`config.mk`:
```
export PLATFORM = sky130hd
export DESIGN_NAME = trimmed_window_median_filter_top_flat
export DESIGN_NICKNAME = d
export VERILOG_FILES = /design/src/rtl/twmf_pkg.sv /design/src/rtl/twmf_if.sv /design/src/rtl/twmf_ram.sv /design/src/rtl/twmf_rank.sv /design/src/rtl/trimmed_window_median_filter_top.sv /design/src/flat_wrapper.sv
export SDC_FILE = /design/constraint.sdc
export NUM_CORES = 1
export LEC_CHECK = 0
export ABC_AREA = 1
export BUFFER_PORTS_ARGS = -buffer_cell sky130_fd_sc_hd__buf_4
export CELL_PAD_IN_SITES_DETAIL_PLACEMENT = 0
export CELL_PAD_IN_SITES_GLOBAL_PLACEMENT = 1
export CORE_ASPECT_RATIO = 0.5
export CORE_MARGIN = 2
export CORE_UTILIZATION = 51
export DETAILED_ROUTE_END_ITERATION = 8
export PLACE_DENSITY = 0.84
export SLEW_MARGIN = 5
export SYNTH_ARGS = -nofsm -noshare
export SYNTH_HDL_FRONTEND = slang
export SYNTH_SLANG_ARGS = --single-unit
```
`constraint.sdc`:
```
create_clock -name clk_i -period 7.2 [get_ports clk_i]
set_input_delay 0.36 -clock clk_i [delete_from_list [all_inputs] [get_ports clk_i]]
set_output_delay 0.36 -clock clk_i [all_outputs]
set_load 0.01 [all_outputs]
```
`src/rtl/twmf_pkg.sv`:
```
// Shared types and constants of the trimmed window median filter.
package twmf_pkg;

  localparam int unsigned RawW     = 8;
  localparam int unsigned SampleW  = 9;
  localparam int unsigned WinRegW  = 5;
  localparam int unsigned CfgIdxW  = 1;
  localparam int unsigned CfgDataW = 5;

  localparam logic [WinRegW-1:0] WinSizeReset = 5'd5;
  localparam int unsigned        WinMin       = 3;

  // Register indexes on the configuration port
  localparam logic [CfgIdxW-1:0] RegWindowSize = 1'd0;
  localparam logic [CfgIdxW-1:0] RegSignedMode = 1'd1;

  // Input function codes
  localparam logic FuncSample = 1'b0;
  localparam logic FuncClear  = 1'b1;

  typedef enum logic [2:0] {
    StIdle,
    StWrite,
    StRead,
    StWait,
    StPick,
    StOut
  } state_e;

  // Control from the sequencer to the rank unit
  typedef struct packed {
    logic load;    // read data of the lane index is valid this cycle
    logic sel_en;  // register the selected element
  } rank_ctrl_t;

endpackage

```
`src/rtl/twmf_if.sv`:
```
// Valid/ready channel interfaces for sample beats and result beats.
interface twmf_in_if;
  logic                      valid;
  logic                      ready;
  logic                      func;
  logic [twmf_pkg::RawW-1:0] raw_value;

  modport source (output valid, output func, output raw_value, input ready);
  modport sink   (input valid, input func, input raw_value, output ready);
endinterface

interface twmf_out_if;
  logic                      valid;
  logic                      ready;
  logic [twmf_pkg::RawW-1:0] median_value;

  modport source (output valid, output median_value, input ready);
  modport sink   (input valid, input median_value, output ready);
endinterface

```
`src/rtl/twmf_ram.sv`:
```
// Generic single-write, single-read RAM with registered read data.
module twmf_ram #(
  parameter int unsigned Width = 9,
  parameter int unsigned Depth = 16
) (
  input  logic                     clk_i,
  input  logic                     we_i,
  input  logic [$clog2(Depth)-1:0] waddr_i,
  input  logic [Width-1:0]         wdata_i,
  input  logic                     re_i,
  input  logic [$clog2(Depth)-1:0] raddr_i,
  output logic [Width-1:0]         rdata_o
);

  logic [Width-1:0] mem_q [Depth];
  logic [Width-1:0] rdata_q;

  always_ff @(posedge clk_i) begin
    if (we_i) begin
      mem_q[waddr_i] <= wdata_i;
    end
    if (re_i) begin
      rdata_q <= mem_q[raddr_i];
    end
  end

  assign rdata_o = rdata_q;

endmodule

```
`src/rtl/twmf_rank.sv`:
```
// Incremental rank unit: lanes take the window one beat a cycle, then pick a rank.
module twmf_rank #(
  parameter int unsigned MaxWindow = 16
) (
  input  logic                                    clk_i,
  input  twmf_pkg::rank_ctrl_t                    ctrl_i,
  input  logic [$clog2(MaxWindow)-1:0]            lane_i,
  input  logic signed [twmf_pkg::SampleW-1:0]     data_i,
  input  logic [$clog2(MaxWindow+1)-1:0]          win_i,
  input  logic [$clog2(MaxWindow)-1:0]            rank_sel_i,
  output logic [twmf_pkg::RawW-1:0]               pick_o
);

  localparam int unsigned LW = $clog2(MaxWindow);
  localparam int unsigned CW = $clog2(MaxWindow + 1);

  logic signed [twmf_pkg::SampleW-1:0] val_q  [MaxWindow];
  logic        [LW-1:0]                rank_q [MaxWindow];
  logic [MaxWindow-1:0]                older_le;  // earlier lane <= new value
  logic [LW-1:0]                       new_rank;
  logic [twmf_pkg::SampleW-1:0]        pick_d;
  logic [twmf_pkg::RawW-1:0]           pick_q;

  always_comb begin
    new_rank = '0;
    for (int i = 0; i < MaxWindow; i++) begin
      older_le[i] = (LW'(i) < lane_i) && (val_q[i] <= data_i);
      new_rank    = new_rank + LW'(older_le[i]);
    end
  end

  // Each earlier lane holding a larger value moves up one place; ties keep arrival order.
  always_ff @(posedge clk_i) begin
    if (ctrl_i.load) begin
      for (int i = 0; i < MaxWindow; i++) begin
        if (LW'(i) == lane_i) begin
          val_q[i]  <= data_i;
          rank_q[i] <= new_rank;
        end else if (LW'(i) < lane_i && !older_le[i]) begin
          rank_q[i] <= rank_q[i] + LW'(1);
        end
      end
    end
  end

  always_comb begin
    pick_d = '0;
    for (int i = 0; i < MaxWindow; i++) begin
      if (CW'(i) < win_i && rank_q[i] == rank_sel_i) begin
        pick_d = pick_d | val_q[i];
      end
    end
  end

  always_ff @(posedge clk_i) begin
    if (ctrl_i.sel_en) begin
      pick_q <= pick_d[twmf_pkg::RawW-1:0];
    end
  end

  assign pick_o = pick_q;

endmodule

```
`src/rtl/trimmed_window_median_filter_top.sv`:
```
// Top level of the trimmed window median filter: sequencer, ring pointers, output register.
//
// Usage: in_bus carries one beat per sensor event: func selects a new sample
//   or a clear of the window; raw_value is the sensor byte (ignored on a clear).
//   out_bus carries one median_value beat per sample once the window is full.
//   The configuration port writes the window length (index 0, clamped to
//   3..MaxWindow) and signed_mode (index 1); write only while the block is idle.
// Steps: a clear beat is absorbed in the cycle it is accepted. A sample beat
//   that gives no result is accepted and written into the ring; one that
//   does (W the effective window) is accepted, written into the ring, then
//   takes W reads through the single read port of the sample RAM, read latency,
//   rank selection and output register load. No new beat is accepted until
//   the sample beat is through; the RAM read port sets its length.
// Reset: the window is empty, the length is 5 and signed_mode is 0. The
//   sample RAM is not cleared; only written entries are read back.
// Stall: a result waits in the output register while the receiver holds ready
//   low; the next sample is accepted and worked on meanwhile, and its result
//   waits in the rank unit until the output register is free.
module trimmed_window_median_filter_top #(
  parameter int unsigned MaxWindow = 16
) (
  input  logic                            clk_i,
  input  logic                            rst_ni,
  twmf_in_if.sink                         in_bus,
  twmf_out_if.source                      out_bus,
  input  logic                            cfg_we_i,
  input  logic [twmf_pkg::CfgIdxW-1:0]    cfg_idx_i,
  input  logic [twmf_pkg::CfgDataW-1:0]   cfg_data_i
);

  localparam int unsigned LW  = $clog2(MaxWindow);      // ring slot / lane index
  localparam int unsigned CW  = $clog2(MaxWindow + 1);  // fill count, window
  localparam int unsigned SW  = CW + 1;                 // ring sums before wrap
  localparam int unsigned WsW = (CW > twmf_pkg::WinRegW) ? CW : twmf_pkg::WinRegW;

  // Configuration registers
  logic [twmf_pkg::WinRegW-1:0] win_len_q;
  logic                         signed_mode_q;

  always_ff @(posedge clk_i or negedge rst_ni) begin
    if (!rst_ni) begin
      win_len_q     <= twmf_pkg::WinSizeReset;
      signed_mode_q <= 1'b0;
    end else if (cfg_we_i) begin
      case (cfg_idx_i)
        twmf_pkg::RegWindowSize: win_len_q <= cfg_data_i[twmf_pkg::WinRegW-1:0];
        twmf_pkg::RegSignedMode: signed_mode_q <= cfg_data_i[0];
        default: ;
      endcase
    end
  end

  // Effective window, clamped to the supported range
  logic [WsW-1:0] ws_ext;
  logic [CW-1:0]  win;
  logic [LW-1:0]  rank_sel;

  always_comb begin
    ws_ext = WsW'(win_len_q);
    if (ws_ext < WsW'(twmf_pkg::WinMin)) begin
      win = CW'(twmf_pkg::WinMin);
    end else if (ws_ext > WsW'(MaxWindow)) begin
      win = CW'(MaxWindow);
    end else begin
      win = CW'(ws_ext);
    end
  end

  // Without the extremes, rank 1 + (W-2)/2 of the sorted window is W/2.
  assign rank_sel = LW'(win >> 1);

  // Sequencer and ring state
  twmf_pkg::state_e state_q, state_d;
  logic [CW-1:0]                 fill_q, fill_d;
  logic [LW-1:0]                 oldest_q, oldest_d;
  logic [LW-1:0]                 rd_cnt_q, rd_cnt_d;
  logic [twmf_pkg::SampleW-1:0]  sample_q;
  logic                          rd_v_q;
  logic [LW-1:0]                 rd_lane_q;

  logic          in_fire;
  logic          out_free;
  logic [SW-1:0] total;
  logic [SW-1:0] pos_sum;
  logic [LW-1:0] wr_pos;
  logic [SW-1:0] shift_sum;
  logic [SW-1:0] rd_sum;
  logic [LW-1:0] rd_addr;
  logic          last_rd;

  assign in_fire  = in_bus.valid && in_bus.ready;
  assign out_free = !out_bus.valid || out_bus.ready;

  always_comb begin
    total     = SW'(fill_q) + SW'(1);
    pos_sum   = SW'(oldest_q) + SW'(fill_q);
    wr_pos    = (pos_sum >= SW'(MaxWindow)) ? LW'(pos_sum - SW'(MaxWindow)) : LW'(pos_sum);
    // oldest moves on by however many samples exceed the window
    shift_sum = SW'(oldest_q) + (total - SW'(win));
    rd_sum    = SW'(oldest_q) + SW'(rd_cnt_q);
    rd_addr   = (rd_sum >= SW'(MaxWindow)) ? LW'(rd_sum - SW'(MaxWindow)) : LW'(rd_sum);
    last_rd   = (CW'(rd_cnt_q) == win - CW'(1));
  end

  // Next state
  always_comb begin
    state_d = state_q;
    case (state_q)
      twmf_pkg::StIdle: begin
        if (in_fire && in_bus.func == twmf_pkg::FuncSample) state_d = twmf_pkg::StWrite;
      end
      twmf_pkg::StWrite: begin
        state_d = (total >= SW'(win)) ? twmf_pkg::StRead : twmf_pkg::StIdle;
      end
      twmf_pkg::StRead: begin
        if (last_rd) state_d = twmf_pkg::StWait;
      end
      twmf_pkg::StWait: state_d = twmf_pkg::StPick;
      twmf_pkg::StPick: state_d = twmf_pkg::StOut;
      twmf_pkg::StOut: begin
        if (out_free) state_d = twmf_pkg::StIdle;
      end
      default: state_d = twmf_pkg::StIdle;
    endcase
  end

  // Ring pointers and read counter
  always_comb begin
    fill_d   = fill_q;
    oldest_d = oldest_q;
    rd_cnt_d = rd_cnt_q;
    case (state_q)
      twmf_pkg::StIdle: begin
        rd_cnt_d = '0;
        if (in_fire && in_bus.func == twmf_pkg::FuncClear) begin
          fill_d   = '0;
          oldest_d = '0;
        end
      end
      twmf_pkg::StWrite: begin
        if (total > SW'(win)) begin
          fill_d   = win;
          oldest_d = (shift_sum >= SW'(MaxWindow)) ? LW'(shift_sum - SW'(MaxWindow))
                                                   : LW'(shift_sum);
        end else begin
          fill_d = CW'(total);
        end
      end
      twmf_pkg::StRead: rd_cnt_d = rd_cnt_q + LW'(1);
      default: ;
    endcase
  end

  always_ff @(posedge clk_i or negedge rst_ni) begin
    if (!rst_ni) begin
      state_q   <= twmf_pkg::StIdle;
      fill_q    <= '0;
      oldest_q  <= '0;
      rd_cnt_q  <= '0;
      rd_v_q    <= 1'b0;
      rd_lane_q <= '0;
    end else begin
      state_q   <= state_d;
      fill_q    <= fill_d;
      oldest_q  <= oldest_d;
      rd_cnt_q  <= rd_cnt_d;
      rd_v_q    <= (state_q == twmf_pkg::StRead);
      rd_lane_q <= rd_cnt_q;
    end
  end

  // Sample in its stored form: sign-extended in signed mode
  always_ff @(posedge clk_i) begin
    if (in_fire) begin
      sample_q <= {signed_mode_q & in_bus.raw_value[twmf_pkg::RawW-1], in_bus.raw_value};
    end
  end

  // Sample RAM holding the ring
  logic                         ram_we;
  logic                         ram_re;
  logic [twmf_pkg::SampleW-1:0] ram_rdata;

  always_comb begin
    ram_we = (state_q == twmf_pkg::StWrite);
    ram_re = (state_q == twmf_pkg::StRead);
  end

  twmf_ram #(
    .Width (twmf_pkg::SampleW),
    .Depth (MaxWindow)
  ) u_ram (
    .clk_i   (clk_i),
    .we_i    (ram_we),
    .waddr_i (wr_pos),
    .wdata_i (sample_q),
    .re_i    (ram_re),
    .raddr_i (rd_addr),
    .rdata_o (ram_rdata)
  );

  // Rank unit
  twmf_pkg::rank_ctrl_t      rank_ctrl;
  logic [twmf_pkg::RawW-1:0] pick;

  always_comb begin
    rank_ctrl.load   = rd_v_q;
    rank_ctrl.sel_en = (state_q == twmf_pkg::StPick);
  end

  twmf_rank #(
    .MaxWindow (MaxWindow)
  ) u_rank (
    .clk_i      (clk_i),
    .ctrl_i     (rank_ctrl),
    .lane_i     (rd_lane_q),
    .data_i     (ram_rdata),
    .win_i      (win),
    .rank_sel_i (rank_sel),
    .pick_o     (pick)
  );

  // Output register: a negative pick keeps its low byte, which is the raw form
  logic                      out_valid_q, out_valid_d;
  logic [twmf_pkg::RawW-1:0] median_q;
  logic                      out_load;

  always_comb begin
    out_load    = (state_q == twmf_pkg::StOut) && out_free;
    out_valid_d = out_valid_q;
    if (out_load) begin
      out_valid_d = 1'b1;
    end else if (out_bus.ready) begin
      out_valid_d = 1'b0;
    end
  end

  always_ff @(posedge clk_i or negedge rst_ni) begin
    if (!rst_ni) begin
      out_valid_q <= 1'b0;
    end else begin
      out_valid_q <= out_valid_d;
    end
  end

  always_ff @(posedge clk_i) begin
    if (out_load) begin
      median_q <= pick;
    end
  end

  assign in_bus.ready         = (state_q == twmf_pkg::StIdle);
  assign out_bus.valid        = out_valid_q;
  assign out_bus.median_value = median_q;

endmodule

```
`src/flat_wrapper.sv`:
```
// flat-port wrapper written by rule: the top's interface ports become plain ports
module trimmed_window_median_filter_top_flat 
#(
  parameter int unsigned MaxWindow = 16
)
  (clk_i, rst_ni, cfg_we_i, cfg_idx_i, cfg_data_i, in_bus_valid, in_bus_func, in_bus_raw_value, in_bus_ready, out_bus_valid, out_bus_median_value, out_bus_ready);
  twmf_in_if in_bus_i ();
  twmf_out_if out_bus_i ();
  input  logic clk_i;
  input  logic rst_ni;
  input  logic cfg_we_i;
  input  logic [twmf_pkg::CfgIdxW-1:0] cfg_idx_i;
  input  logic [twmf_pkg::CfgDataW-1:0] cfg_data_i;
  input wire logic [$bits(in_bus_i.valid)-1:0] in_bus_valid;
  input wire logic [$bits(in_bus_i.func)-1:0] in_bus_func;
  input wire logic [$bits(in_bus_i.raw_value)-1:0] in_bus_raw_value;
  output wire logic [$bits(in_bus_i.ready)-1:0] in_bus_ready;
  output wire logic [$bits(out_bus_i.valid)-1:0] out_bus_valid;
  output wire logic [$bits(out_bus_i.median_value)-1:0] out_bus_median_value;
  input wire logic [$bits(out_bus_i.ready)-1:0] out_bus_ready;
  assign in_bus_i.valid = in_bus_valid;
  assign in_bus_i.func = in_bus_func;
  assign in_bus_i.raw_value = in_bus_raw_value;
  assign in_bus_ready = in_bus_i.ready;
  assign out_bus_valid = out_bus_i.valid;
  assign out_bus_median_value = out_bus_i.median_value;
  assign out_bus_i.ready = out_bus_ready;
  trimmed_window_median_filter_top #(.MaxWindow(MaxWindow)) u_core (.clk_i(clk_i), .rst_ni(rst_ni), .in_bus(in_bus_i), .out_bus(out_bus_i), .cfg_we_i(cfg_we_i), .cfg_idx_i(cfg_idx_i), .cfg_data_i(cfg_data_i));
endmodule
```
==> impl_metrics.env <==
export IMPL_grt_pass1_wl_um=93000
export IMPL_p_leak_nw=9.89
export IMPL_cap_violations=0
export IMPL_dp_cells=2842
export IMPL_synthesis_nets=2463
export IMPL_place_worst_setup_slack_ps=497
export IMPL_cts_made_buffers=39
export IMPL_fp_dieW_um=301
export IMPL_setup_tns_final_ps=0
export IMPL_boundaryPins=30
export IMPL_grt_pass1_vias=15800
export IMPL_critPathLaunchType="register"
export IMPL_async_flop_share_pct=6.78
export IMPL_cp_arrival_ps=7160
export IMPL_layout_drive_gt1_share_pct=6.52
export IMPL_cts_buffer_depth=3
export IMPL_fmax_mhz=147
export IMPL_synthSimpleGateAreaFrac_pct=20.1
export IMPL_fill_cells=3819
export IMPL_drt_wirelength_per_cell_um=21.1
export IMPL_dr_first_iter_drc_count=1740
export IMPL_synthFlopType="edfxtp_1"
export IMPL_drtPass1Iterations=5
export IMPL_wl_um=61700
export IMPL_syn_inst=2257
export IMPL_grtUsageTotal_pct=26.9
export IMPL_synth_area_leaders="edfxtp_1 51%, ha_1 9.5%, nand2_1 7.4%, nand3_1 5.1%, nor2_1 4.5%"
export IMPL_hpwl_um=43500
export IMPL_synth_xor_area_share_pct=2.32
export IMPL_io_buffers=29
export IMPL_cts_clk_slew_worst_paths_ps=70
export IMPL_vdd_ir_drop_max_v=0.000210
export IMPL_cp_max_fo=16
export IMPL_htreeDepth=2
export IMPL_finalPower_mw=7.71
export IMPL_synth_compound_area_share_pct=7.84
export IMPL_die_h_um=153
export IMPL_powerDensity_mw_per_mm2=312
export IMPL_areaGrowthSynthToFinish_pct=9.59
export IMPL_finalMaxSlewViolations=0
export IMPL_num_rows=54
export IMPL_yosysWarnings=0
export IMPL_vias=16700
export IMPL_synth_top_cell_by_area="edfxtp_1"
export IMPL_globalplace_congestion=0.922
export IMPL_die_area_mm2=0.0459
export IMPL_antenna_found_initial=0
export IMPL_avgSynthCellArea_um2=9.97
export IMPL_ant_nets=0
export IMPL_cp_end_kind="register"
export IMPL_synth_top_family_by_area="simple AND/OR/NAND/NOR gates"
export IMPL_grt_max_degree=74
export IMPL_viasPerCell=5.70
export IMPL_synth_commonest_cells="446 x nand2_1, 385 x edfxtp_1, 267 x nor2_1"
export IMPL_final_cells=2920
export IMPL_clock_skew_ps=31.0
export IMPL_yosys_mux_area_fraction_pct=0
export IMPL_synth_most_common_cell="nand2_1"
export IMPL_setup_viol=0
export IMPL_critPathMaxStageDelay_ps=1100
export IMPL_hp_class="in -> reg"
export IMPL_post_cts_resized=0
export IMPL_fin_crit_sh_pct=94.4
export IMPL_grt_ovfl_total=0
export IMPL_rsz0062_at_grt="no"
export IMPL_path_class="reg -> reg"
export IMPL_synth_edf_count=385
export IMPL_slew_headroom_pct=18.4
export IMPL_worstPathRequired_ps=7560
export IMPL_worst_pin_slew_ps=1220
export IMPL_layout_nets=2511
export IMPL_fin_crit_ps=6790
export IMPL_clockRootBuffer="clkbuf_16"
export IMPL_cp_cell_sequence="inv_1, ha_1, nand2_1, nor2_1, nand3b_1, nand3_1, nand2_1, a31o_2, fa_1, fa_1, fa_1, fa_1, inv_1, fa_1, fa_1, nand2_1, o21ai_0"
export IMPL_tritoncts="yes"
export IMPL_outcome="complete, no violations"
export IMPL_yosysTopAreaCellShare_pct=51.4
export IMPL_cts_sinks=413
export IMPL_worst_slack_ps=406
export IMPL_yosysSeqAreaShare_pct=54.5
export IMPL_clk_latency_ps=570
export IMPL_cp_common_cell="fa_1"
export IMPL_drcViolationCount=0
export IMPL_floorplan_initialDensity_pct=51.6
export IMPL_hold_viol=0
export IMPL_synth_fa_ha_area_share_pct=10.8
export IMPL_ys_types=40
export IMPL_core_area_mm2=0.0436
export IMPL_ys_ff_latch=413
export IMPL_synth_area_mm2=0.0225
export IMPL_slowest_stage="fa_1"
-- metrics by stage --
step,area (um^2),hold slack [ps],util (%)
after detailed placement,23400,309,53.6
after floorplan,22500,64.4,-
after global placement,23400,319,53.6
final,24700,16.9,56.6
after global routing,24700,19.9,56.6
after CTS,24700,5.81,56.6
-- what timing repair did --
action,CTS,global route
setup buffers,0,0
hold buffers,10,0
endpoints found under the setup margin,0,0
hold endpoints to repair,35,0
-- worst max-delay path, delay by kind of cell, from the launching register on --
family	cells	cell delay (ps)
adder cells (fa/ha/maj)	7	4170
flip-flops	1	820
AND/OR/NAND/NOR	6	640
buffers and inverters	2	620
AO/OA/AOI/OAI	2	330
-- worst paths after layout --
check,startpoint,to,slack (ps),cells after the start
max in group asynchronous,rst_ni,u_core.win_len_q[0]$_DFFE_PN1P_,6590,2
min in group asynchronous,rst_ni,u_core.out_bus.valid$_DFFE_PN0P_,260,2
worst max-delay path,u_core.u_ram.rdata_o[8]$_DFFE_PP_,u_core.u_rank.rank_q[1][5]$_DFFE_PP_,410,17
worst max register to register,u_core.u_ram.rdata_o[8]$_DFFE_PP_,u_core.u_rank.rank_q[1][5]$_DFFE_PP_,410,17
worst min-delay path,cfg_we_i,u_core.signed_mode_q$_DFFE_PN0P_,20,2
worst min register to register,u_core.u_rank.pick_o[5]$_DFFE_PP_,u_core.out_bus.median_value[5]$_DFFE_PP_,420,0
-- power by group --
part | internal, mW | switching (mW)
combinational | 0.765 | 1.73
clock | 1.10 | 0.930
sequential | 2.98 | 0.207
-- placed cells by master (no fill, tap or decap), types with 36 or more instances in the layout --
cell,instances
o32ai_1,36
clkbuf_16,39
nand2_1,446
buf_4,49
ha_1,170
o21ai_0,161
inv_1,189
edfxtp_1,385
a21oi_1,81
nand4_1,37
nand3_1,230
nor2_1,265
-- cells by family after synthesis --
logic type,after synthesis
simple gates,1040
xor+xnor,58
fa+ha+maj,186
compound gates,311
flops,413
buf+inv,249
-- per-layer routing --
layer	track usage (%)	up-vias	wire length, um
met4	6.78	0	1440
met2	40.6	645	26800
li1	-	7976	-
met5	0.621	-	0
met3	7.17	96	5920
met1	38.6	7941	27600
-- registers in the layout, summed over array words and instances (netlist names) --
signal                       cells
u_core.u_ram.mem_q             144
u_core.u_rank.val_q            143
u_core.u_rank.rank_q            64
u_core.sample_q                  9
u_core.u_ram.rdata_o             9
u_core.out_bus.median_value      8
u_core.u_rank.pick_o             8
u_core.fill_q                    5
u_core.win_len_q                 5
u_core.oldest_q                  4
u_core.rd_cnt_q                  4
u_core.rd_lane_q                 4
u_core.state_q                   3
u_core.out_bus.valid             1
u_core.rd_v_q                    1
u_core.signed_mode_q             1
-- layout make-up --
cell class | count | area [um^2] | area share [%]
clock inverter | 24 | 200 | 0.812
timing repair buffer | 59 | 468 | 1.90
tap | 588 | 736 | 2.98
sequential | 413 | 12300 | 49.7
clock buffer | 43 | 991 | 4.02
multi-input combinational | 1595 | 9260 | 37.6
antenna | 1 | 2.50 | 0.0101
inverter | 197 | 739 | 3.00
(Power assumes the default switching activity.)
